===== config.mk =====
export PLATFORM = sky130hd
export DESIGN_NAME = thermal_shock_safety_interlock_core_flat
export DESIGN_NICKNAME = d
export VERILOG_FILES = /design/src/hw/rtl/tsi_pkg.sv /design/src/hw/rtl/tsi_if.sv /design/src/hw/rtl/thermal_shock_safety_interlock_core.sv /design/src/hw/rtl/tsi_front.sv /design/src/hw/rtl/tsi_queue.sv /design/src/hw/rtl/tsi_back.sv /design/src/flat_wrapper.sv
export VERILOG_INCLUDE_DIRS = /design/src /design/src/hw/rtl
export SDC_FILE = /design/constraint.sdc
export NUM_CORES = 1
export LEC_CHECK = 0
export ABC_AREA = 1
export BUFFER_PORTS_ARGS = -buffer_cell sky130_fd_sc_hd__buf_2
export CORE_MARGIN = 5
export CORE_UTILIZATION = 42
export DETAILED_ROUTE_END_ITERATION = 6
export HOLD_SLACK_MARGIN = 0.05
export PLACE_DENSITY_LB_ADDON = 0.2
export REMOVE_ABC_BUFFERS = 1
export SLEW_MARGIN = 20
export SYNTH_ARGS = -nofsm -noshare
export SYNTH_HDL_FRONTEND = slang
export SYNTH_SLANG_ARGS = --single-unit
export TNS_END_PERCENT = 50

===== constraint.sdc =====
create_clock -name clk -period 15.6 [get_ports clk]
set_input_delay 3.12 -clock clk [delete_from_list [all_inputs] [get_ports clk]]
set_output_delay 3.12 -clock clk [all_outputs]
set_load 0.01 [all_outputs]

===== src/hw/rtl/thermal_shock_safety_interlock_core_assert.svh =====
// Assertion macros shared by the interlock RTL modules.
`ifndef THERMAL_SHOCK_SAFETY_INTERLOCK_CORE_ASSERT_SVH
`define THERMAL_SHOCK_SAFETY_INTERLOCK_CORE_ASSERT_SVH

// Check a condition at every clock edge outside reset.
`define TSI_ASSERT_ALWAYS(lbl, cond, msg) \
  lbl: assert property (@(posedge clk) disable iff (!rst_n) (cond)) else $error(msg);

// Check that a consequent holds in the same cycle as its antecedent.
`define TSI_ASSERT_IMP(lbl, ante, cons, msg) \
  lbl: assert property (@(posedge clk) disable iff (!rst_n) (ante) |-> (cons)) \
    else $error(msg);

// Check that a consequent holds in the cycle after its antecedent.
`define TSI_ASSERT_NEXT(lbl, ante, cons, msg) \
  lbl: assert property (@(posedge clk) disable iff (!rst_n) (ante) |=> (cons)) \
    else $error(msg);

`endif


===== src/hw/rtl/tsi_pkg.sv =====
// Types and constants of the thermal shock safety interlock.
package tsi_pkg;

  // Item operations
  localparam logic [1:0] OP_SAMPLE = 2'd0;
  localparam logic [1:0] OP_SCRAM  = 2'd1;
  localparam logic [1:0] OP_RESET  = 2'd2;
  localparam logic [1:0] OP_SET    = 2'd3;

  // Interlock modes
  localparam logic [1:0] MODE_NORMAL  = 2'd0;
  localparam logic [1:0] MODE_WARNING = 2'd1;
  localparam logic [1:0] MODE_SCRAM   = 2'd2;

  // Configuration register indexes
  localparam int unsigned CFG_IDX_W = 2;
  localparam logic [CFG_IDX_W-1:0] CFG_WARN_LEVEL = 2'd0;
  localparam logic [CFG_IDX_W-1:0] CFG_CRIT_LEVEL = 2'd1;

  localparam int unsigned TEMP_W  = 14;
  localparam int unsigned ADC_W   = 12;
  localparam int unsigned ACCEL_W = 12;
  localparam int unsigned PWR_W   = 7;
  localparam int unsigned PROD_W  = ADC_W + TEMP_W;

  localparam logic [TEMP_W-1:0]  WARN_LEVEL_RST    = 14'd960;
  localparam logic [TEMP_W-1:0]  CRIT_LEVEL_RST    = 14'd1280;
  localparam logic [TEMP_W-1:0]  TEMP_FULL_SCALE   = 14'd14850;
  localparam logic [ADC_W-1:0]   ADC_FULL_SCALE    = 12'd4095;
  localparam logic [TEMP_W-1:0]  TEMP_HYSTERESIS   = 14'd32;
  localparam logic [ACCEL_W-1:0] ACCEL_MAJOR       = 12'd512;
  localparam logic [ACCEL_W-1:0] ACCEL_MINOR       = 12'd204;
  localparam logic [PWR_W-1:0]   POWER_RESET       = 7'd50;
  localparam logic [PWR_W-1:0]   POWER_MAX         = 7'd100;

  // Default depth of the queue between front and back
  localparam int unsigned TSI_QDEPTH = 2;

  typedef struct packed {
    logic [TEMP_W-1:0] warn_level;
    logic [TEMP_W-1:0] crit_level;
  } tsi_cfg_t;

  // Classified item handed from the front to the back
  typedef struct packed {
    logic [1:0]         op;
    logic [31:0]        sample_number;
    logic [TEMP_W-1:0]  temp;
    logic [ACCEL_W-1:0] accel;
    logic               ok;
    logic               crit_hit;
    logic               warn_hit;
    logic               cooled;
    logic               major;
    logic               minor;
    logic [PWR_W-1:0]   power;
  } tsi_item_t;

endpackage


===== src/hw/rtl/tsi_if.sv =====
// Channel interfaces of the thermal shock safety interlock.
interface tsi_in_if;
  logic        valid;
  logic        ready;
  logic [1:0]  operation;
  logic [31:0] sample_number;
  logic [11:0] adc_raw;
  logic        adc_ok;
  logic [11:0] accel_in;
  logic signed [31:0] power_request;

  modport source (output valid, operation, sample_number, adc_raw, adc_ok, accel_in,
                  power_request, input ready);
  modport sink (input valid, operation, sample_number, adc_raw, adc_ok, accel_in,
                power_request, output ready);
endinterface

interface tsi_out_if;
  logic        valid;
  logic        ready;
  logic [31:0] sample_echo;
  logic [13:0] temperature;
  logic [11:0] accel_out;
  logic [1:0]  mode_out;
  logic [6:0]  power_out;
  logic        lamp;

  modport source (output valid, sample_echo, temperature, accel_out, mode_out, power_out,
                  lamp, input ready);
  modport sink (input valid, sample_echo, temperature, accel_out, mode_out, power_out,
                lamp, output ready);
endinterface

interface tsi_cfg_if;
  logic        valid;
  logic        ready;
  logic [1:0]  index;
  logic [13:0] data;

  modport source (output valid, index, data, input ready);
  modport sink (input valid, index, data, output ready);
endinterface


===== src/hw/rtl/thermal_shock_safety_interlock_core.sv =====
// Top level of the thermal shock safety interlock.
//
// Usage:
//   in_ch  carries sample and command beats: operation, sample_number, adc_raw,
//          adc_ok, accel_in and power_request. Sample beats convert the reading
//          to 1/16 degree C, step the normal/warning/scram state machine and
//          produce one telemetry beat; command beats (scram, reset, set power)
//          change state or power and produce no beat.
//   out_ch carries telemetry beats: sample_echo, temperature, accel_out,
//          mode_out, power_out and lamp, in the order the samples arrived.
//   cfg_ch writes the warning (index 0) and critical (index 1) thresholds;
//          it is always ready. Write it only while the block is idle.
// Throughput is one beat per cycle while out_ch accepts. On acceptance the
// product lands in the front register; the divide and classification then
// enter the queue, and the state update loads the output register from the
// queue head. Synchronous reset (rst_n low) returns mode to normal, power to
// 50, blink phase to 0, thresholds to their defaults and empties the pipeline.
// When out_ch stalls, the output register holds its beat, the queue fills,
// then the front stage fills and in_ready drops.
module thermal_shock_safety_interlock_core import tsi_pkg::*; #(
  parameter int unsigned QDEPTH = TSI_QDEPTH
) (
  input  logic       clk,
  input  logic       rst_n,
  tsi_in_if.sink     in_ch,
  tsi_out_if.source  out_ch,
  tsi_cfg_if.sink    cfg_ch
);

  tsi_cfg_t  cfg_r;
  tsi_item_t push_data;
  tsi_item_t head_data;
  logic      q_push;
  logic      q_pop;
  logic      q_full;
  logic      q_empty;

  // Threshold registers: always accept, drop writes to unknown indexes
  assign cfg_ch.ready = 1'b1;

  always_ff @(posedge clk) begin
    if (!rst_n) begin
      cfg_r.warn_level <= WARN_LEVEL_RST;
      cfg_r.crit_level <= CRIT_LEVEL_RST;
    end else if (cfg_ch.valid) begin
      if (cfg_ch.index == CFG_WARN_LEVEL) begin
        cfg_r.warn_level <= cfg_ch.data;
      end else if (cfg_ch.index == CFG_CRIT_LEVEL) begin
        cfg_r.crit_level <= cfg_ch.data;
      end
    end
  end

  // Front: accept, convert and classify
  tsi_front u_front (
    .clk    (clk),
    .rst_n  (rst_n),
    .in_ch  (in_ch),
    .cfg    (cfg_r),
    .q_full (q_full),
    .q_push (q_push),
    .q_data (push_data)
  );

  // Decouple front from back so each can stall on its own
  tsi_queue #(
    .QDEPTH (QDEPTH)
  ) u_queue (
    .clk     (clk),
    .rst_n   (rst_n),
    .push    (q_push),
    .wr_data (push_data),
    .full    (q_full),
    .pop     (q_pop),
    .empty   (q_empty),
    .rd_data (head_data)
  );

  // Back: advance the interlock state, register telemetry
  tsi_back u_back (
    .clk     (clk),
    .rst_n   (rst_n),
    .q_empty (q_empty),
    .q_head  (head_data),
    .q_pop   (q_pop),
    .out_ch  (out_ch)
  );

endmodule


===== src/hw/rtl/tsi_front.sv =====
// Front end: accept items, convert the reading and classify against thresholds.
module tsi_front import tsi_pkg::*; (
  input  logic       clk,
  input  logic       rst_n,
  tsi_in_if.sink     in_ch,
  input  tsi_cfg_t   cfg,
  input  logic       q_full,
  output logic       q_push,
  output tsi_item_t  q_data
);

  localparam int unsigned ADC_SHIFT = ADC_W;

  logic               slot_v_r;
  logic [1:0]         op_r;
  logic [31:0]        sample_r;
  logic               ok_r;
  logic [ACCEL_W-1:0] accel_r;
  logic [PWR_W-1:0]   power_r;
  logic [PROD_W-1:0]  prod_r;

  logic               accept;
  logic [PWR_W-1:0]   power_nxt;
  logic [PROD_W-1:0]  prod_nxt;
  logic [PROD_W-1:0]  est;
  logic [TEMP_W-1:0]  quot0;
  logic [PROD_W-1:0]  back_prod;
  logic [PROD_W-1:0]  rem;
  logic [TEMP_W-1:0]  temp;

  assign q_push      = slot_v_r && !q_full;
  assign in_ch.ready = !slot_v_r || q_push;
  assign accept      = in_ch.valid && in_ch.ready;

  // Clamp the requested power to 0..100
  always_comb begin
    if (in_ch.power_request[31]) begin
      power_nxt = '0;
    end else if (unsigned'(in_ch.power_request) > 32'(POWER_MAX)) begin
      power_nxt = POWER_MAX;
    end else begin
      power_nxt = in_ch.power_request[PWR_W-1:0];
    end
  end

  assign prod_nxt = PROD_W'(in_ch.adc_raw) * PROD_W'(TEMP_FULL_SCALE);

  always_ff @(posedge clk) begin
    if (!rst_n) begin
      slot_v_r <= 1'b0;
    end else if (accept) begin
      slot_v_r <= 1'b1;
    end else if (q_push) begin
      slot_v_r <= 1'b0;
    end
  end

  always_ff @(posedge clk) begin
    if (accept) begin
      op_r     <= in_ch.operation;
      sample_r <= in_ch.sample_number;
      ok_r     <= in_ch.adc_ok;
      accel_r  <= in_ch.accel_in;
      power_r  <= power_nxt;
      prod_r   <= prod_nxt;
    end
  end

  // Divide by 4095: estimate with p*(1 + 2^-12)/4096, then correct by one
  assign est       = prod_r + (prod_r >> ADC_SHIFT);
  assign quot0     = est[PROD_W-1:ADC_SHIFT];
  assign back_prod = {quot0, {ADC_SHIFT{1'b0}}} - PROD_W'(quot0);
  assign rem       = prod_r - back_prod;

  always_comb begin
    if (!ok_r) begin
      temp = '0;
    end else if (rem >= PROD_W'(ADC_FULL_SCALE)) begin
      temp = quot0 + TEMP_W'(1);
    end else begin
      temp = quot0;
    end
  end

  always_comb begin
    q_data.op            = op_r;
    q_data.sample_number = sample_r;
    q_data.temp          = temp;
    q_data.accel         = accel_r;
    q_data.ok            = ok_r;
    q_data.crit_hit      = temp >= cfg.crit_level;
    q_data.warn_hit      = temp >= cfg.warn_level;
    q_data.cooled        = ({1'b0, temp} + {1'b0, TEMP_HYSTERESIS}) < {1'b0, cfg.warn_level};
    q_data.major         = accel_r > ACCEL_MAJOR;
    q_data.minor         = accel_r > ACCEL_MINOR;
    q_data.power         = power_r;
  end

endmodule


===== src/hw/rtl/tsi_queue.sv =====
// Short queue of classified items between the front end and the back end.
`include "thermal_shock_safety_interlock_core_assert.svh"
module tsi_queue import tsi_pkg::*; #(
  parameter int unsigned QDEPTH = TSI_QDEPTH
) (
  input  logic      clk,
  input  logic      rst_n,
  input  logic      push,
  input  tsi_item_t wr_data,
  output logic      full,
  input  logic      pop,
  output logic      empty,
  output tsi_item_t rd_data
);

  localparam int unsigned PTR_W = (QDEPTH > 1) ? $clog2(QDEPTH) : 1;
  localparam int unsigned CNT_W = $clog2(QDEPTH + 1);
  localparam logic [PTR_W-1:0] PTR_LAST = PTR_W'(QDEPTH - 1);
  localparam logic [CNT_W-1:0] CNT_FULL = CNT_W'(QDEPTH);

  tsi_item_t        mem_r [QDEPTH];
  logic [PTR_W-1:0] wr_ptr_r;
  logic [PTR_W-1:0] rd_ptr_r;
  logic [CNT_W-1:0] cnt_r;

  assign full    = cnt_r == CNT_FULL;
  assign empty   = cnt_r == '0;
  assign rd_data = mem_r[rd_ptr_r];

  always_ff @(posedge clk) begin
    if (push) begin
      mem_r[wr_ptr_r] <= wr_data;
    end
  end

  always_ff @(posedge clk) begin
    if (!rst_n) begin
      wr_ptr_r <= '0;
      rd_ptr_r <= '0;
      cnt_r    <= '0;
    end else begin
      if (push) begin
        wr_ptr_r <= (wr_ptr_r == PTR_LAST) ? '0 : wr_ptr_r + PTR_W'(1);
      end
      if (pop) begin
        rd_ptr_r <= (rd_ptr_r == PTR_LAST) ? '0 : rd_ptr_r + PTR_W'(1);
      end
      if (push && !pop) begin
        cnt_r <= cnt_r + CNT_W'(1);
      end else if (pop && !push) begin
        cnt_r <= cnt_r - CNT_W'(1);
      end
    end
  end

  `TSI_ASSERT_ALWAYS(a_cnt_bound, cnt_r <= CNT_FULL, "queue count above depth")
  `TSI_ASSERT_IMP(a_no_push_full, push, !full, "push into full queue")
  `TSI_ASSERT_IMP(a_no_pop_empty, pop, !empty, "pop from empty queue")

endmodule


===== src/hw/rtl/tsi_back.sv =====
// Back end: apply items to the interlock state and register telemetry beats.
`include "thermal_shock_safety_interlock_core_assert.svh"
module tsi_back import tsi_pkg::*; (
  input  logic      clk,
  input  logic      rst_n,
  input  logic      q_empty,
  input  tsi_item_t q_head,
  output logic      q_pop,
  tsi_out_if.source out_ch
);

  logic [1:0]         mode_r;
  logic [PWR_W-1:0]   power_r;
  logic               blink_r;
  logic               out_valid_r;
  logic [31:0]        sample_r;
  logic [TEMP_W-1:0]  temp_r;
  logic [ACCEL_W-1:0] accel_r;
  logic [1:0]         mode_out_r;
  logic [PWR_W-1:0]   power_out_r;
  logic               lamp_r;

  logic [1:0]         mode_nxt;
  logic [PWR_W-1:0]   power_nxt;
  logic               blink_nxt;
  logic               lamp_nxt;
  logic               is_sample;

  assign q_pop     = !q_empty && (!out_valid_r || out_ch.ready);
  assign is_sample = q_head.op == OP_SAMPLE;

  always_comb begin
    mode_nxt  = mode_r;
    power_nxt = power_r;
    blink_nxt = blink_r;
    lamp_nxt  = 1'b0;
    unique case (q_head.op)
      OP_SCRAM: begin
        mode_nxt  = MODE_SCRAM;
        power_nxt = '0;
      end
      OP_RESET: begin
        mode_nxt  = MODE_NORMAL;
        power_nxt = POWER_RESET;
      end
      OP_SET: begin
        power_nxt = q_head.power;
      end
      OP_SAMPLE: begin
        // Failed read forces scram before the normal transitions
        if (!q_head.ok) begin
          mode_nxt  = MODE_SCRAM;
          power_nxt = '0;
        end
        unique case (mode_nxt)
          MODE_NORMAL: begin
            if (q_head.crit_hit || q_head.major) begin
              mode_nxt  = MODE_SCRAM;
              power_nxt = '0;
            end else if (q_head.warn_hit || q_head.minor) begin
              mode_nxt = MODE_WARNING;
            end
          end
          MODE_WARNING: begin
            if (q_head.crit_hit || q_head.major) begin
              mode_nxt  = MODE_SCRAM;
              power_nxt = '0;
            end else if (q_head.cooled) begin
              mode_nxt = MODE_NORMAL;
            end
          end
          default: begin
            mode_nxt  = MODE_SCRAM;
            power_nxt = '0;
          end
        endcase
        if (mode_nxt == MODE_WARNING) begin
          blink_nxt = ~blink_r;
          lamp_nxt  = ~blink_r;
        end else if (mode_nxt == MODE_SCRAM) begin
          lamp_nxt = 1'b1;
        end
      end
    endcase
  end

  always_ff @(posedge clk) begin
    if (!rst_n) begin
      mode_r      <= MODE_NORMAL;
      power_r     <= POWER_RESET;
      blink_r     <= 1'b0;
      out_valid_r <= 1'b0;
    end else begin
      if (q_pop) begin
        mode_r  <= mode_nxt;
        power_r <= power_nxt;
        blink_r <= blink_nxt;
      end
      if (q_pop && is_sample) begin
        out_valid_r <= 1'b1;
      end else if (out_ch.ready) begin
        out_valid_r <= 1'b0;
      end
    end
  end

  always_ff @(posedge clk) begin
    if (q_pop && is_sample) begin
      sample_r    <= q_head.sample_number;
      temp_r      <= q_head.temp;
      accel_r     <= q_head.accel;
      mode_out_r  <= mode_nxt;
      power_out_r <= power_nxt;
      lamp_r      <= lamp_nxt;
    end
  end

  assign out_ch.valid       = out_valid_r;
  assign out_ch.sample_echo = sample_r;
  assign out_ch.temperature = temp_r;
  assign out_ch.accel_out   = accel_r;
  assign out_ch.mode_out    = mode_out_r;
  assign out_ch.power_out   = power_out_r;
  assign out_ch.lamp        = lamp_r;

  `TSI_ASSERT_NEXT(a_scram_cmd, q_pop && q_head.op == OP_SCRAM,
                   mode_r == MODE_SCRAM && power_r == '0, "scram command not applied")
  `TSI_ASSERT_IMP(a_scram_beat, out_valid_r && mode_out_r == MODE_SCRAM,
                  lamp_r && power_out_r == '0, "scram beat with power or lamp off")
  `TSI_ASSERT_IMP(a_normal_lamp, out_valid_r && mode_out_r == MODE_NORMAL,
                  !lamp_r, "lamp lit in normal mode")

endmodule

===== src/flat_wrapper.sv =====
// flat-port wrapper written by rule: the top's interface ports become plain ports
module thermal_shock_safety_interlock_core_flat import tsi_pkg::*;
#(
  parameter int unsigned QDEPTH = TSI_QDEPTH
)
  (clk, rst_n, in_ch_valid, in_ch_operation, in_ch_sample_number, in_ch_adc_raw, in_ch_adc_ok, in_ch_accel_in, in_ch_power_request, in_ch_ready, out_ch_valid, out_ch_sample_echo, out_ch_temperature, out_ch_accel_out, out_ch_mode_out, out_ch_power_out, out_ch_lamp, out_ch_ready, cfg_ch_valid, cfg_ch_index, cfg_ch_data, cfg_ch_ready);
  tsi_in_if in_ch_i ();
  tsi_out_if out_ch_i ();
  tsi_cfg_if cfg_ch_i ();
  input  logic clk;
  input  logic rst_n;
  input wire logic [$bits(in_ch_i.valid)-1:0] in_ch_valid;
  input wire logic [$bits(in_ch_i.operation)-1:0] in_ch_operation;
  input wire logic [$bits(in_ch_i.sample_number)-1:0] in_ch_sample_number;
  input wire logic [$bits(in_ch_i.adc_raw)-1:0] in_ch_adc_raw;
  input wire logic [$bits(in_ch_i.adc_ok)-1:0] in_ch_adc_ok;
  input wire logic [$bits(in_ch_i.accel_in)-1:0] in_ch_accel_in;
  input wire logic [$bits(in_ch_i.power_request)-1:0] in_ch_power_request;
  output wire logic [$bits(in_ch_i.ready)-1:0] in_ch_ready;
  output wire logic [$bits(out_ch_i.valid)-1:0] out_ch_valid;
  output wire logic [$bits(out_ch_i.sample_echo)-1:0] out_ch_sample_echo;
  output wire logic [$bits(out_ch_i.temperature)-1:0] out_ch_temperature;
  output wire logic [$bits(out_ch_i.accel_out)-1:0] out_ch_accel_out;
  output wire logic [$bits(out_ch_i.mode_out)-1:0] out_ch_mode_out;
  output wire logic [$bits(out_ch_i.power_out)-1:0] out_ch_power_out;
  output wire logic [$bits(out_ch_i.lamp)-1:0] out_ch_lamp;
  input wire logic [$bits(out_ch_i.ready)-1:0] out_ch_ready;
  input wire logic [$bits(cfg_ch_i.valid)-1:0] cfg_ch_valid;
  input wire logic [$bits(cfg_ch_i.index)-1:0] cfg_ch_index;
  input wire logic [$bits(cfg_ch_i.data)-1:0] cfg_ch_data;
  output wire logic [$bits(cfg_ch_i.ready)-1:0] cfg_ch_ready;
  assign in_ch_i.valid = in_ch_valid;
  assign in_ch_i.operation = in_ch_operation;
  assign in_ch_i.sample_number = in_ch_sample_number;
  assign in_ch_i.adc_raw = in_ch_adc_raw;
  assign in_ch_i.adc_ok = in_ch_adc_ok;
  assign in_ch_i.accel_in = in_ch_accel_in;
  assign in_ch_i.power_request = in_ch_power_request;
  assign in_ch_ready = in_ch_i.ready;
  assign out_ch_valid = out_ch_i.valid;
  assign out_ch_sample_echo = out_ch_i.sample_echo;
  assign out_ch_temperature = out_ch_i.temperature;
  assign out_ch_accel_out = out_ch_i.accel_out;
  assign out_ch_mode_out = out_ch_i.mode_out;
  assign out_ch_power_out = out_ch_i.power_out;
  assign out_ch_lamp = out_ch_i.lamp;
  assign out_ch_i.ready = out_ch_ready;
  assign cfg_ch_i.valid = cfg_ch_valid;
  assign cfg_ch_i.index = cfg_ch_index;
  assign cfg_ch_i.data = cfg_ch_data;
  assign cfg_ch_ready = cfg_ch_i.ready;
  thermal_shock_safety_interlock_core #(.QDEPTH(QDEPTH)) u_core (.clk(clk), .rst_n(rst_n), .in_ch(in_ch_i), .out_ch(out_ch_i), .cfg_ch(cfg_ch_i));
endmodule

Word level (Yosys, flattened, before mapping)
Memory sizes are Yosys's and may differ from the RTL's. A register that Yosys moved wholly into a read port is not among the register bits. Index checks and enable logic that the tools add are counted.

Input port bits: 112. Memories kept: 1. Word-level logic and storage cells: 109. Bits in registers: 191. Bits in writable memories: 146. Output and inout bits: 71.

Order comparisons: 7. Muxes and demuxes: 30. Add/subtract/negate cells: 9. Reductions and logical operators: 28. Eq/ne operators: 8. Bitwise logic cells: 2. Multiply operators: 1.

Memories: u_core.u_queue.mem_r (depth 2, width 73, rd ports 1, clocked after Yosys merged registers in 1, wr ports 1, line tsi_queue.sv:21) `tsi_item_t mem_r [QDEPTH];`.

Operators with widths (count): $gt 32x7->1 const B (1); $ge 14x14->1 (2); $mux 14 (2); $mux 7 (4); $pmux 7 s4 (1); $add 26x14->26 (1); $ge 26x12->1 const B (1); $sub 26x14->26 (1); $sub 26x26->26 (1); $mul 12x13->25 const B (1); $mux 2 (9); $add 14x6->15 const B (1); $lt 15x14->1 (1); $add 14x1->14 const B (1); $gt 12x10->1 const B (1); $gt 12x8->1 const B (1); $mux 1 (12); $eq 2x1->1 const B (4); $eq 2x2->1 const B (4); $logic_not 2->1 (4); $logic_and 1x1->1 (6); $logic_not 1->1 (6); $pmux 2 s3 (1); $reduce_and 3->1 (2); other kinds (9) (17).

Depth between registers and ports, before layout
Gate-level depths: netlist (run 1).

Depth in word-level cells: 9. Mapped depth: 50. Depth with buffers taken out: 50.

By module
A second synthesis (run 1) with hierarchy kept.

Cells, all modules: 1833. Area, all modules: 19119.6 um^2.

Modules (own cells, without submodules): tsi_front (area an instance 9375.2 um^2, cells an instance 1226, instances 1, sequential area each 2392.3 um^2); tsi_queue (area an instance 5848.1 um^2, cells an instance 262, instances 1, sequential area each 4484.3 um^2); tsi_back (area an instance 2701.3 um^2, cells an instance 173, instances 1, sequential area each 2262.2 um^2); thermal_shock_safety_interlock_core (area an instance 1194.9 um^2, cells an instance 172, instances 1, sequential area each 560.5 um^2).

Worst setup path after synthesis (run 1)
Ideal clock, no wire load.

Path type: input to register. From: in out_ch_ready. To: reg u_core.u_back.accel_r[0] (netlist: u_core.u_back.out_ch.accel_out[0]), enable pin. Arrival: 6.626 ns. Stages: 4. Buffers on the path: 0. Required time: 15.103 ns. Path slack: 8.477 ns. Setup time: 0.497 ns. Cell sequence: nor2_1 -> a21oi_1 -> inv_1 -> nor2_1.

Cells in the longest elaborated chain, start to end: 3.

RTL lines: start, declared (line flat_wrapper.sv:27) `input wire logic [$bits(out_ch_i.ready)-1:0] out_ch_ready;`; $logic_or 1x1->1 (line tsi_back.sv:29) `assign q_pop = !q_empty && (!out_valid_r || out_ch.ready);`; $logic_and 1x1->1 (line tsi_back.sv:29); $logic_and 1x1->1 (line tsi_back.sv:108) `if (q_pop && is_sample) begin`; end signal, assigned (line tsi_back.sv:111) `accel_r <= q_head.accel;`; end, declared (line tsi_back.sv:18) `logic [ACCEL_W-1:0] accel_r;`.

No other way between the ends. A chain may end at the register's enable or synchronous reset.

==> results of run 1 <==
==> metal layers <==
metal,up-vias,global-route usage [%]
met5,-,0
met4,0,5.16
met3,64,2.72
met2,329,28.5
met1,6281,25.4
li1,6756,-
==> critical path, delay by kind of cell, from the launching register on <==
family / cells / cell delay (ns)
buf+inv: 4 / 0.39
fa+ha+maj: 5 / 1.84
compound gates: 10 / 1.67
flops: 1 / 0.50
simple gates: 22 / 2.77
==> registers in the layout, summed over array words and instances, names as in the netlist, 12 cells and up, named ones only <==
name                              flops
u_core.u_queue.mem_r                146
u_core.u_back.out_ch.sample_echo     32
u_core.u_front.sample_r              32
u_core.cfg_r                         28
u_core.u_front.prod_r                25
u_core.u_back.out_ch.temperature     14
u_core.u_back.out_ch.accel_out       12
u_core.u_front.accel_r               12
==> kinds of logic (layout without fill, tap and decap cells) <==
logic type | after synthesis | count (layout) | synth area share, %
and+or+nand+nor | 800 | 800 | 18.6
DFF | 338 | 338 | 52.5
AOI/OAI and AO/OA | 203 | 203 | 6.17
xor gates and xnor gates | 37 | 37 | 1.75
buffers and inverters | 346 | 576 | 7.05
other | 1 | 3 | 0.0203
adders and majority gates | 191 | 191 | 13.9
==> worst max-delay path by stage <==
stage                                             end  slack, ns  depth (start not counted)
floorplan           u_core.u_back.out_ch.accel_out[0]       8.17                          7
global route               u_core.u_queue.mem_r[1][9]       7.48                         41
CTS                       u_core.u_queue.mem_r[1][10]       8.24                         40
global placement            u_core.u_front.prod_r[22]       8.19                         21
finish                    u_core.u_queue.mem_r[1][10]       8.13                         41
detailed placement          u_core.u_front.prod_r[23]       8.16                         20
==> metrics by stage <==
step	util [%]	hold slack, ns	total power (uW)	instance area [um^2]	setup WS, ns
after detailed placement	46.5	0.430	3650	20100	8.16
after floorplan	-	0.421	3000	18400	8.17
after CTS	49.3	0.431	4560	21300	8.24
final	49.4	0.435	4530	21400	8.13
after global placement	46.5	0.422	3620	20100	8.19
after global routing	49.3	0.445	4950	21400	7.48
==> cells in the mapped netlist (all sizes together), types with 4 or more instances <==
cell type,number
a21oi,104
buf,6
clkbuf,20
dfxtp,45
edfxtp,293
fa,25
ha,166
inv,317
nand2,533
nand3,80
nand3b,11
nand4,27
nor2,117
nor3,11
nor4,13
o211ai,9
o21ai,62
o21bai,5
or2,4
xnor2,15
xor2,22
==> cell type report <==
cell class / count / area (um^2)
Fill cell: 4049 / 21900
Sequential cell: 338 / 9700
Multi-Input combinational cell: 1232 / 7510
Inverter: 320 / 1200
Clock buffer: 44 / 983
Timing Repair Buffer: 188 / 958
Tap cell: 585 / 732
Clock inverter: 24 / 265
Antenna cell: 2 / 5.00
==> cells in the final DEF, fill, tap and decap left out, types with 17 or more instances in the layout <==
cell type,instances
xor2_1,22
nor2_2,21
a21oi_1,102
buf_2,181
nand2_2,17
fa_1,25
nand2_1,515
nor2_1,92
nand3_1,75
clkbuf_16,38
ha_1,166
dfxtp_1,44
o21ai_0,62
nand4_1,26
inv_1,311
edfxtp_1,293
==> report_power, final <==
part / internal, uW / switching [uW]
combinational: 772 / 1590
clock: 536 / 353
sequential: 1200 / 82.7
==> metrics.yaml, run 1 <==
status:
  outcome: "completed"
worst_hold_path:
  holdPathEnd: "u_core.u_queue.mem_r[0][56]"
  holdCritPathClass: "reg2reg"
  worstHoldPathCells: 0
  hp-start: "u_core.u_front.sample_r[17]"
floorplanning:
  die_h_um: 220
  fp.dieW_um: 220
  io_pins: 183
  core.rowCount: 76
  start_util_pct: 42.7
  core_mm2: 0.0433
  die_area_mm2: 0.0483
setup_path:
  slowest_stage: "edfxtp_1"
  critPathMaxFanout: 10
  critical_path_class: "reg2reg"
  cp.arrival_ns: 7.72
  cp-startpoint: "u_core.u_front.prod_r[19]"
  r2r_end: "u_core.u_queue.mem_r[1][10]"
  required_ns: 15.85
  worstReg2RegStart: "u_core.u_front.prod_r[19]"
  endpoint_kind: "register"
  cpPeakStageDelay_ns: 0.50
  startpoint_type: "register"
  regToRegSetupSlack_ns: 8.13
  r2r_cells: 41
drt:
  routed_wirelength_um: 43500
  drt-met1-wl_um: 20200
  post-route-drc-count: 0
  wl_met2_um: 19800
  met3_length_um: 2430
  routed.top_layer: "met4"
  ant_nets: 0
  vias: 13430
  drt_iter0_drc: 881
  viasPerCell: 4.91
  wire_per_inst_um: 15.9
  dr.pass1.iters: 5
place:
  dp_hpwl_um: 33100
  io_buffers: 181
  dpl.cell_count: 2663
  gp_congestion: 0.980
synth:
  seq_area_frac_synth_pct: 52.5
  ys_warn_count: 0
  syn_area_per_cell_um2: 9.65
  ys_types: 52
  ys.flop_type: "edfxtp_1"
  syn-cell-area_mm2: 0.0185
  synth_top_area_cell: "edfxtp_1"
  netlist_instances: 1916
  synth_edf_count: 293
  yosysTopAreaCellShare_pct: 47.6
  async_reset_ff_share_pct: 0
  yosys_register_bits: 338
  synthTopCellsByArea: "edfxtp_1 48%, ha_1 11%, nand2_1 10%, inv_1 6.3%, dfxtp_1 4.9%"
global_route:
  grt_pass1_wl_um: 68900
  grt_pass1_vias: 13158
  antenna_found_initial: 1
  grt_max_degree: 72
  grt_use_total_pct: 17.8
  grt-ovfl-total: 0
clock_network:
  root_buffer: "clkbuf_16"
  htree_levels: 2
  cts-resized-gates: 0
  numCtsBuffers: 37
  post_cts_buffers: 0
  clock_latency_ns: 0.54
  cts_tree: "yes"
  cts_buffer_depth: 3
  clock-sinks: 338
  hold_buffers: 0
  path_clk_slew_ns: 0.06
pwr:
  ir_drop_uv: 105
  leakage_uw: 0.00977
  power_density_mw_per_mm2: 212
sta:
  finalHoldViolations: 0
  worstMarginPinSlew_ns: 0.925
  setup_tns_ns: 0
  finalCritPeriodShare_pct: 47.9
  max_freq_mhz: 134
  slew_headroom_pct: 38.2
  setup_viol: 0
  slew_violations: 0
  skew_ns: 0.0180
  fin_crit_ns: 7.47
  rsz0062_at_grt: "false"
layout:
  final_nets: 2420
  layout-drive-gt1-share_pct: 14.4
  areaGrowthSynthToFinish_pct: 15.5
  finalNonFillerCells: 2733
flow_run:
  maxCapViolations: 0
Note: power is estimated with default switching activity, not from simulation.
==> run 2, diff against run 1 <==
==> constraint.sdc (replaced) <==
create_clock -name clk -period 7.6 [get_ports clk]
set_input_delay 1.52 -clock clk [delete_from_list [all_inputs] [get_ports clk]]
set_output_delay 1.52 -clock clk [all_outputs]
set_load 0.01 [all_outputs]
==> run 2 against run 1 <==
  * Hold slack better by 0.0068 ns
  * Via count down 0.26%
  * Clock skew up 0.0035 ns
  * Sequential power up 100%
  * Clock power up 100%
  * Register-to-register slack worse by 7.5 ns
  * Non-clock buffer count up 22
  * Final cell count up 0.77%
  * Largest power group unchanged
  * Global-route usage up 0.47 points
  * Largest cell class unchanged
==> metrics.yaml, run 2 (synthesis gave the netlist of run 1 again) <==
status:
  outcome: "completed"  # unchanged
clock_network:
  htree_levels: 2  # unchanged
  hold_buffers: 0  # unchanged
  numCtsBuffers: 37  # unchanged
  path_clk_slew_ns: 0.06  # about the same
  cts_tree: "yes"  # unchanged
  cts_buffer_depth: 3  # unchanged
  root_buffer: "clkbuf_16"  # unchanged
  clock-sinks: 338  # unchanged
  clock_latency_ns: 0.54  # about the same
global_route:
  grt_use_total_pct: 18.3  # was 17.8%
  grt-ovfl-total: 0  # unchanged
  grt_pass1_wl_um: 69900  # was 68900 um
  grt_pass1_vias: 13221  # was 13158
  grt_max_degree: 72  # unchanged
  antenna_found_initial: 2  # was 1
worst_hold_path:
  holdCritPathClass: "reg2reg"  # unchanged
  hp-start: "u_core.u_front.sample_r[8]"  # was u_core.u_front.sample_r[17]
floorplanning:
  core_mm2: 0.0433  # unchanged
  io_pins: 183  # unchanged
  core.rowCount: 76  # unchanged
  die_h_um: 220  # unchanged
  fp.dieW_um: 220  # unchanged
  start_util_pct: 42.7  # unchanged
  die_area_mm2: 0.0483  # unchanged
setup_path:
  cp.arrival_ns: 7.21  # was 7.72 ns
  required_ns: 7.88  # was 15.85 ns
  critPathMaxFanout: 6  # was 10
  cp-startpoint: "u_core.u_front.prod_r[3]"  # was u_core.u_front.prod_r[19]
  startpoint_type: "register"  # unchanged
  cpMostUsedCell: "nand2_1"
  slowest_stage: "edfxtp_1"  # unchanged
  critical_path_class: "reg2reg"  # unchanged
  endpoint_kind: "register"  # unchanged
  cpPeakStageDelay_ns: 0.43  # was 0.50 ns
  worstReg2RegStart: "u_core.u_front.prod_r[3]"  # was u_core.u_front.prod_r[19]
layout:
  areaGrowthSynthToFinish_pct: 16.8  # was 15.5%
  top_register: "u_core.u_queue.mem_r"  # unchanged
  largest_register_ffs: 146  # unchanged
  layout-drive-gt1-share_pct: 16.2  # was 14.4%
  final_common_cell: "nand2_1"  # unchanged
  n_fill_cell: 4069  # was 4049
  final_cell_mix: "513 x nand2_1, 309 x inv_1, 293 x edfxtp_1"  # was 515 x nand2_1, 311 x inv_1, 293 x edfxtp_1
  finalInstanceArea_mm2: 0.0216  # was 0.0214 mm^2
  final_nets: 2442  # was 2420
place:
  io_buffers: 181  # unchanged
  dp_hpwl_um: 33800  # was 33100 um
  dp_slack_ns: 0.256  # was 8.16 ns
  place_area_mm2: 0.0201  # about the same
  gp_congestion: 0.924  # was 0.980
sta:
  max_freq_mhz: 144  # was 134 MHz
  rsz0062_at_grt: "false"  # unchanged
  setup_tns_ns: 0  # unchanged
  finalHoldViolations: 0  # unchanged
  whs_ns: 0.442  # was 0.435 ns
  fin_ws_ns: 0.665  # was 8.13 ns
  setup_viol: 0  # unchanged
  slew_headroom_pct: 29.4  # was 38.2%
  finalCritPeriodShare_pct: 91.2  # was 47.9%
  fin_crit_ns: 6.93  # was 7.47 ns
  worstMarginPinSlew_ns: 1.06  # was 0.925 ns
  slew_violations: 0  # unchanged
  skew_ns: 0.0215  # was 0.0180 ns
drt:
  drt_iter0_drc: 728  # was 881
  viasPerCell: 4.86  # was 4.91
  vias: 13395  # was 13430
  routed_wirelength_um: 44300  # was 43500 um
  post-route-drc-count: 0  # unchanged
  ant_nets: 0  # unchanged
  wire_per_inst_um: 16.1  # was 15.9 um
  dr.pass1.iters: 5  # unchanged
pwr:
  p_switching_uw: 4280  # was 2020 uW
  power_density_mw_per_mm2: 442  # was 212 mW/mm^2
  pwr-share-clk_pct: 18.7  # was 19.6%
  ir_drop_uv: 186  # was 105 uV
  power.total_uw: 9540  # was 4530 uW
  power_frac_comb_pct: 54.0  # was 52.1%
  p_sw_share_pct: 44.9  # was 44.6%
  power.share.sequential_pct: 27.3  # was 28.3%
  leakage_uw: 0.00988  # was 0.00977 uW
  intPower_uw: 5260  # was 2510 uW
flow_run:
  maxCapViolations: 0  # unchanged
==> run 2: critical path, delay by kind of cell, from the launching register on <==
family          cells  cell delay (ns)
simple gates       26             2.65
fa+ha+maj           5             1.68
compound gates      9             1.34
buf+inv             5             0.57
flops               1             0.43
==> run 2: stage by stage <==
step | util [%] | cells
global placement | 46.5 | 2665
finish | 49.9 | 2754
floorplan | - | 1890
detailed placement | 46.5 | 2665
global route | 49.9 | 2753
CTS | 49.3 | 2732
==> run 2: worst paths after layout <==
| check | end | slack, ns | cells past startpoint |
|---|---|---|---|
| max | u_core.u_queue.mem_r[0][10] | 0.67 | 45 |
| min | u_core.u_queue.mem_r[0][47] | 0.44 | 0 |
| max reg2reg | u_core.u_queue.mem_r[0][10] | 0.67 | 45 |
| min reg2reg | u_core.u_queue.mem_r[0][47] | 0.44 | 0 |
==> run 2: final cells by class <==
cell class / count / area [um^2] / area share, %
Multi-Input combinational cell: 1232 / 7600 / 35.2
Antenna cell: 2 / 5.00 / 0.0232
Tap cell: 585 / 732 / 3.39
Inverter: 320 / 1200 / 5.58
Clock inverter: 23 / 238 / 1.10
Clock buffer: 44 / 983 / 4.56
Sequential cell: 338 / 9700 / 44.9
Timing Repair Buffer: 210 / 1120 / 5.20
==> run 2: power groups by stage <==
| stage | Sequential, uW | Combinational [uW] | Clock, uW |
|---|---|---|---|
| after floorplan | 2700 | 3460 | 0 |
| final | 2600 | 5150 | 1780 |
| after global placement | 2660 | 4900 | 0 |
| after CTS | 2640 | 4950 | 1840 |
| after detailed placement | 2680 | 4910 | 0 |
| after global routing | 2640 | 5890 | 1920 |
==> run 2: routing by layer <==
layer,GRT usage [%],part of all wire [%],up-vias
met5,0,0.029,-
met4,5.18,2.7,2
met3,3.41,4.9,74
met2,29.4,45,293
met1,25.5,47,6234
li1,-,-,6792
==> run 2: what timing repair did <==
item                       CTS  global route
resized for setup            0            25
setup buffers                0            20
setup endpoints to repair    0             6
==> run 3, diff against run 2 <==
--- a/config.mk
+++ b/config.mk
@@ -13,6 +13,7 @@
 export DETAILED_ROUTE_END_ITERATION = 6
 export HOLD_SLACK_MARGIN = 0.05
 export PLACE_DENSITY_LB_ADDON = 0.2
+export RECOVER_POWER = 25
 export REMOVE_ABC_BUFFERS = 1
 export SLEW_MARGIN = 20
 export SYNTH_ARGS = -nofsm -noshare
==> run 3 against run 2 <==
  * Maximum frequency about the same
  * Die area unchanged
  * Clock power about the same
  * Largest cell class unchanged
  * Sequential share of layout area increased by 0.052 points
  * Core utilization decreased by 0.058 points
  * Register-to-register slack about the same
  * The run now ends with max-capacitance violations, max-slew violations left
  * Sequential power about the same
  * Design area decreased by 0.12%
  * Clock skew decreased by 0.00058 ns
  * Critical path type unchanged
  * Routed wire length about the same
==> metrics.yaml, run 3 (synthesis gave the netlist of run 1 again) <==
status:
  outcome: "finished, violations left"  # was completed
  violations: "max-capacitance violations, max-slew violations"
pwr:
  pwr-share-clk_pct: 18.7  # about the same
  p_switching_uw: 4280  # about the same
  power_density_mw_per_mm2: 442  # about the same
  leakage_uw: 0.00984  # was 0.00988 uW
  power.share.sequential_pct: 27.3  # about the same
  p_sw_share_pct: 44.9  # about the same
  power_frac_comb_pct: 54.0  # about the same
  ir_drop_uv: 186  # about the same
  intPower_uw: 5260  # about the same
layout:
  n_fill_cell: 4077  # was 4069
  final_cell_mix: "513 x nand2_1, 309 x inv_1, 293 x edfxtp_1"  # unchanged
  final_common_cell: "nand2_1"  # unchanged
  largest_register_ffs: 146  # unchanged
  top_register: "u_core.u_queue.mem_r"  # unchanged
  layout-drive-gt1-share_pct: 15.5  # was 16.2%
  postLayoutCoreUtil_pct: 49.8  # was 49.9%
  areaGrowthSynthToFinish_pct: 16.6  # was 16.8%
  final_nets: 2442  # unchanged
place:
  gp_congestion: 0.924  # unchanged
  dp_hpwl_um: 33800  # unchanged
  io_buffers: 181  # unchanged
clock_network:
  clock_latency_ns: 0.54  # about the same
  numCtsBuffers: 37  # unchanged
  htree_levels: 2  # unchanged
  cts_buffer_depth: 3  # unchanged
  hold_buffers: 0  # unchanged
  cts_tree: "yes"  # unchanged
  path_clk_slew_ns: 0.06  # about the same
  clock-sinks: 338  # unchanged
  root_buffer: "clkbuf_16"  # unchanged
setup_path:
  critPathMaxFanout: 6  # unchanged
  cpPeakStageDelay_ns: 0.43  # about the same
  endpoint_kind: "register"  # unchanged
  startpoint_type: "register"  # unchanged
  cpMostUsedCell: "nand2_1"  # unchanged
  critical_path_class: "reg2reg"  # unchanged
  slowest_stage: "edfxtp_1"  # unchanged
  required_ns: 7.88  # about the same
  cp.arrival_ns: 7.22  # was 7.21 ns
sta:
  fin_crit_ns: 6.94  # was 6.93 ns
  skew_ns: 0.0209  # was 0.0215 ns
  worstMarginPinSlew_ns: 1.92  # was 1.06 ns
  slew_violations: 23  # was 0
  slew_headroom_pct: -28.2  # was 29.4%
  setup_viol: 0  # unchanged
  rsz0062_at_grt: "false"  # unchanged
  finalCritPeriodShare_pct: 91.3  # was 91.2%
  finalHoldViolations: 0  # unchanged
  max_freq_mhz: 144  # about the same
  setup_tns_ns: 0  # unchanged
global_route:
  grt_max_degree: 72  # unchanged
  grt-ovfl-total: 0  # unchanged
  grt_pass1_vias: 13221  # unchanged
  grt_use_total_pct: 18.3  # unchanged
  antenna_found_initial: 2  # unchanged
  grt_pass1_wl_um: 69900  # unchanged
drt:
  ant_nets: 0  # unchanged
  post-route-drc-count: 0  # unchanged
  vias: 13365  # was 13395
  viasPerCell: 4.85  # was 4.86
  dr.pass1.iters: 5  # unchanged
  drt_iter0_drc: 770  # was 728
  wire_per_inst_um: 16.1  # about the same
  routed_wirelength_um: 44300  # about the same
floorplanning:
  fp.dieW_um: 220  # unchanged
  core.rowCount: 76  # unchanged
  io_pins: 183  # unchanged
  die_h_um: 220  # unchanged
  die_area_mm2: 0.0483  # unchanged
  core_mm2: 0.0433  # unchanged
  start_util_pct: 42.7  # unchanged
flow_run:
  maxCapViolations: 1  # was 0
worst_hold_path:
  holdCritPathClass: "reg2reg"  # unchanged
-- run 3: worst paths after layout --
path                                                     to                  startpoint  slack (ns)  cells past startpoint
worst max-delay path            u_core.u_queue.mem_r[0][10]    u_core.u_front.prod_r[3]        0.66                     45
worst min-delay path            u_core.u_queue.mem_r[0][47]  u_core.u_front.sample_r[8]        0.44                      0
worst max register to register  u_core.u_queue.mem_r[0][10]    u_core.u_front.prod_r[3]        0.66                     45
worst min register to register  u_core.u_queue.mem_r[0][47]  u_core.u_front.sample_r[8]        0.44                      0
-- run 3: layout make-up --
class                      instances  area [um^2]  share of cell area (%)
antenna                            2         5.00                  0.0232
clock buffer                      44          983                    4.56
clock inverter                    23          238                    1.10
inverter                         320         1200                    5.59
multi-input combinational       1232         7590                    35.2
sequential                       338         9700                    45.0
tap                              585          732                    3.39
timing repair buffer             210         1110                    5.13
-- run 3: critical path: cells and delay by family (launching register included) --
family	cells	cell delay, ns
AND/OR/NAND/NOR	26	2.66
adder cells (fa/ha/maj)	5	1.68
AO/OA/AOI/OAI	9	1.34
buffers and inverters	5	0.57
flip-flops	1	0.43
-- run 3: timing repair --
action,in CTS,in global routing
hold endpoints to repair,0,0
setup buffers,0,20
resized for setup,0,25
setup endpoints to repair,0,6
-- run 3: per-stage QoR --
step	hold WS (ns)	std cells	worst slack [ns]	area (um^2)	power, uW
after floorplan	0.421	1890	0.174	18400	6160
after global placement	0.422	2665	0.325	20100	7570
after detailed placement	0.430	2665	0.256	20100	7590
after CTS	0.443	2732	0.210	21300	9420
after global routing	0.447	2753	0.00476	21600	10400
final	0.444	2754	0.662	21600	9540
-- run 3: power groups by stage --
stage | logic, uW | clock network, uW | registers, uW
2_1_floorplan | 3460 | 0 | 2700
3_3_place_gp | 4900 | 0 | 2660
3_5_place_dp | 4910 | 0 | 2680
4_1_cts | 4950 | 1840 | 2640
5_1_grt | 5890 | 1920 | 2640
6_report | 5150 | 1780 | 2600
-- run 3: per-layer routing --
| metal | routed length (um) | GRT usage, % | part of all wire, % | up-vias |
|---|---|---|---|---|
| met3 | 2200 | 3.41 | 5.0 | 74 |
| met2 | 20200 | 29.4 | 45 | 281 |
| met5 | 13 | 0 | 0.029 | - |
| met1 | 20800 | 25.5 | 47 | 6216 |
| met4 | 1210 | 5.18 | 2.7 | 2 |
| li1 | - | - | - | 6792 |
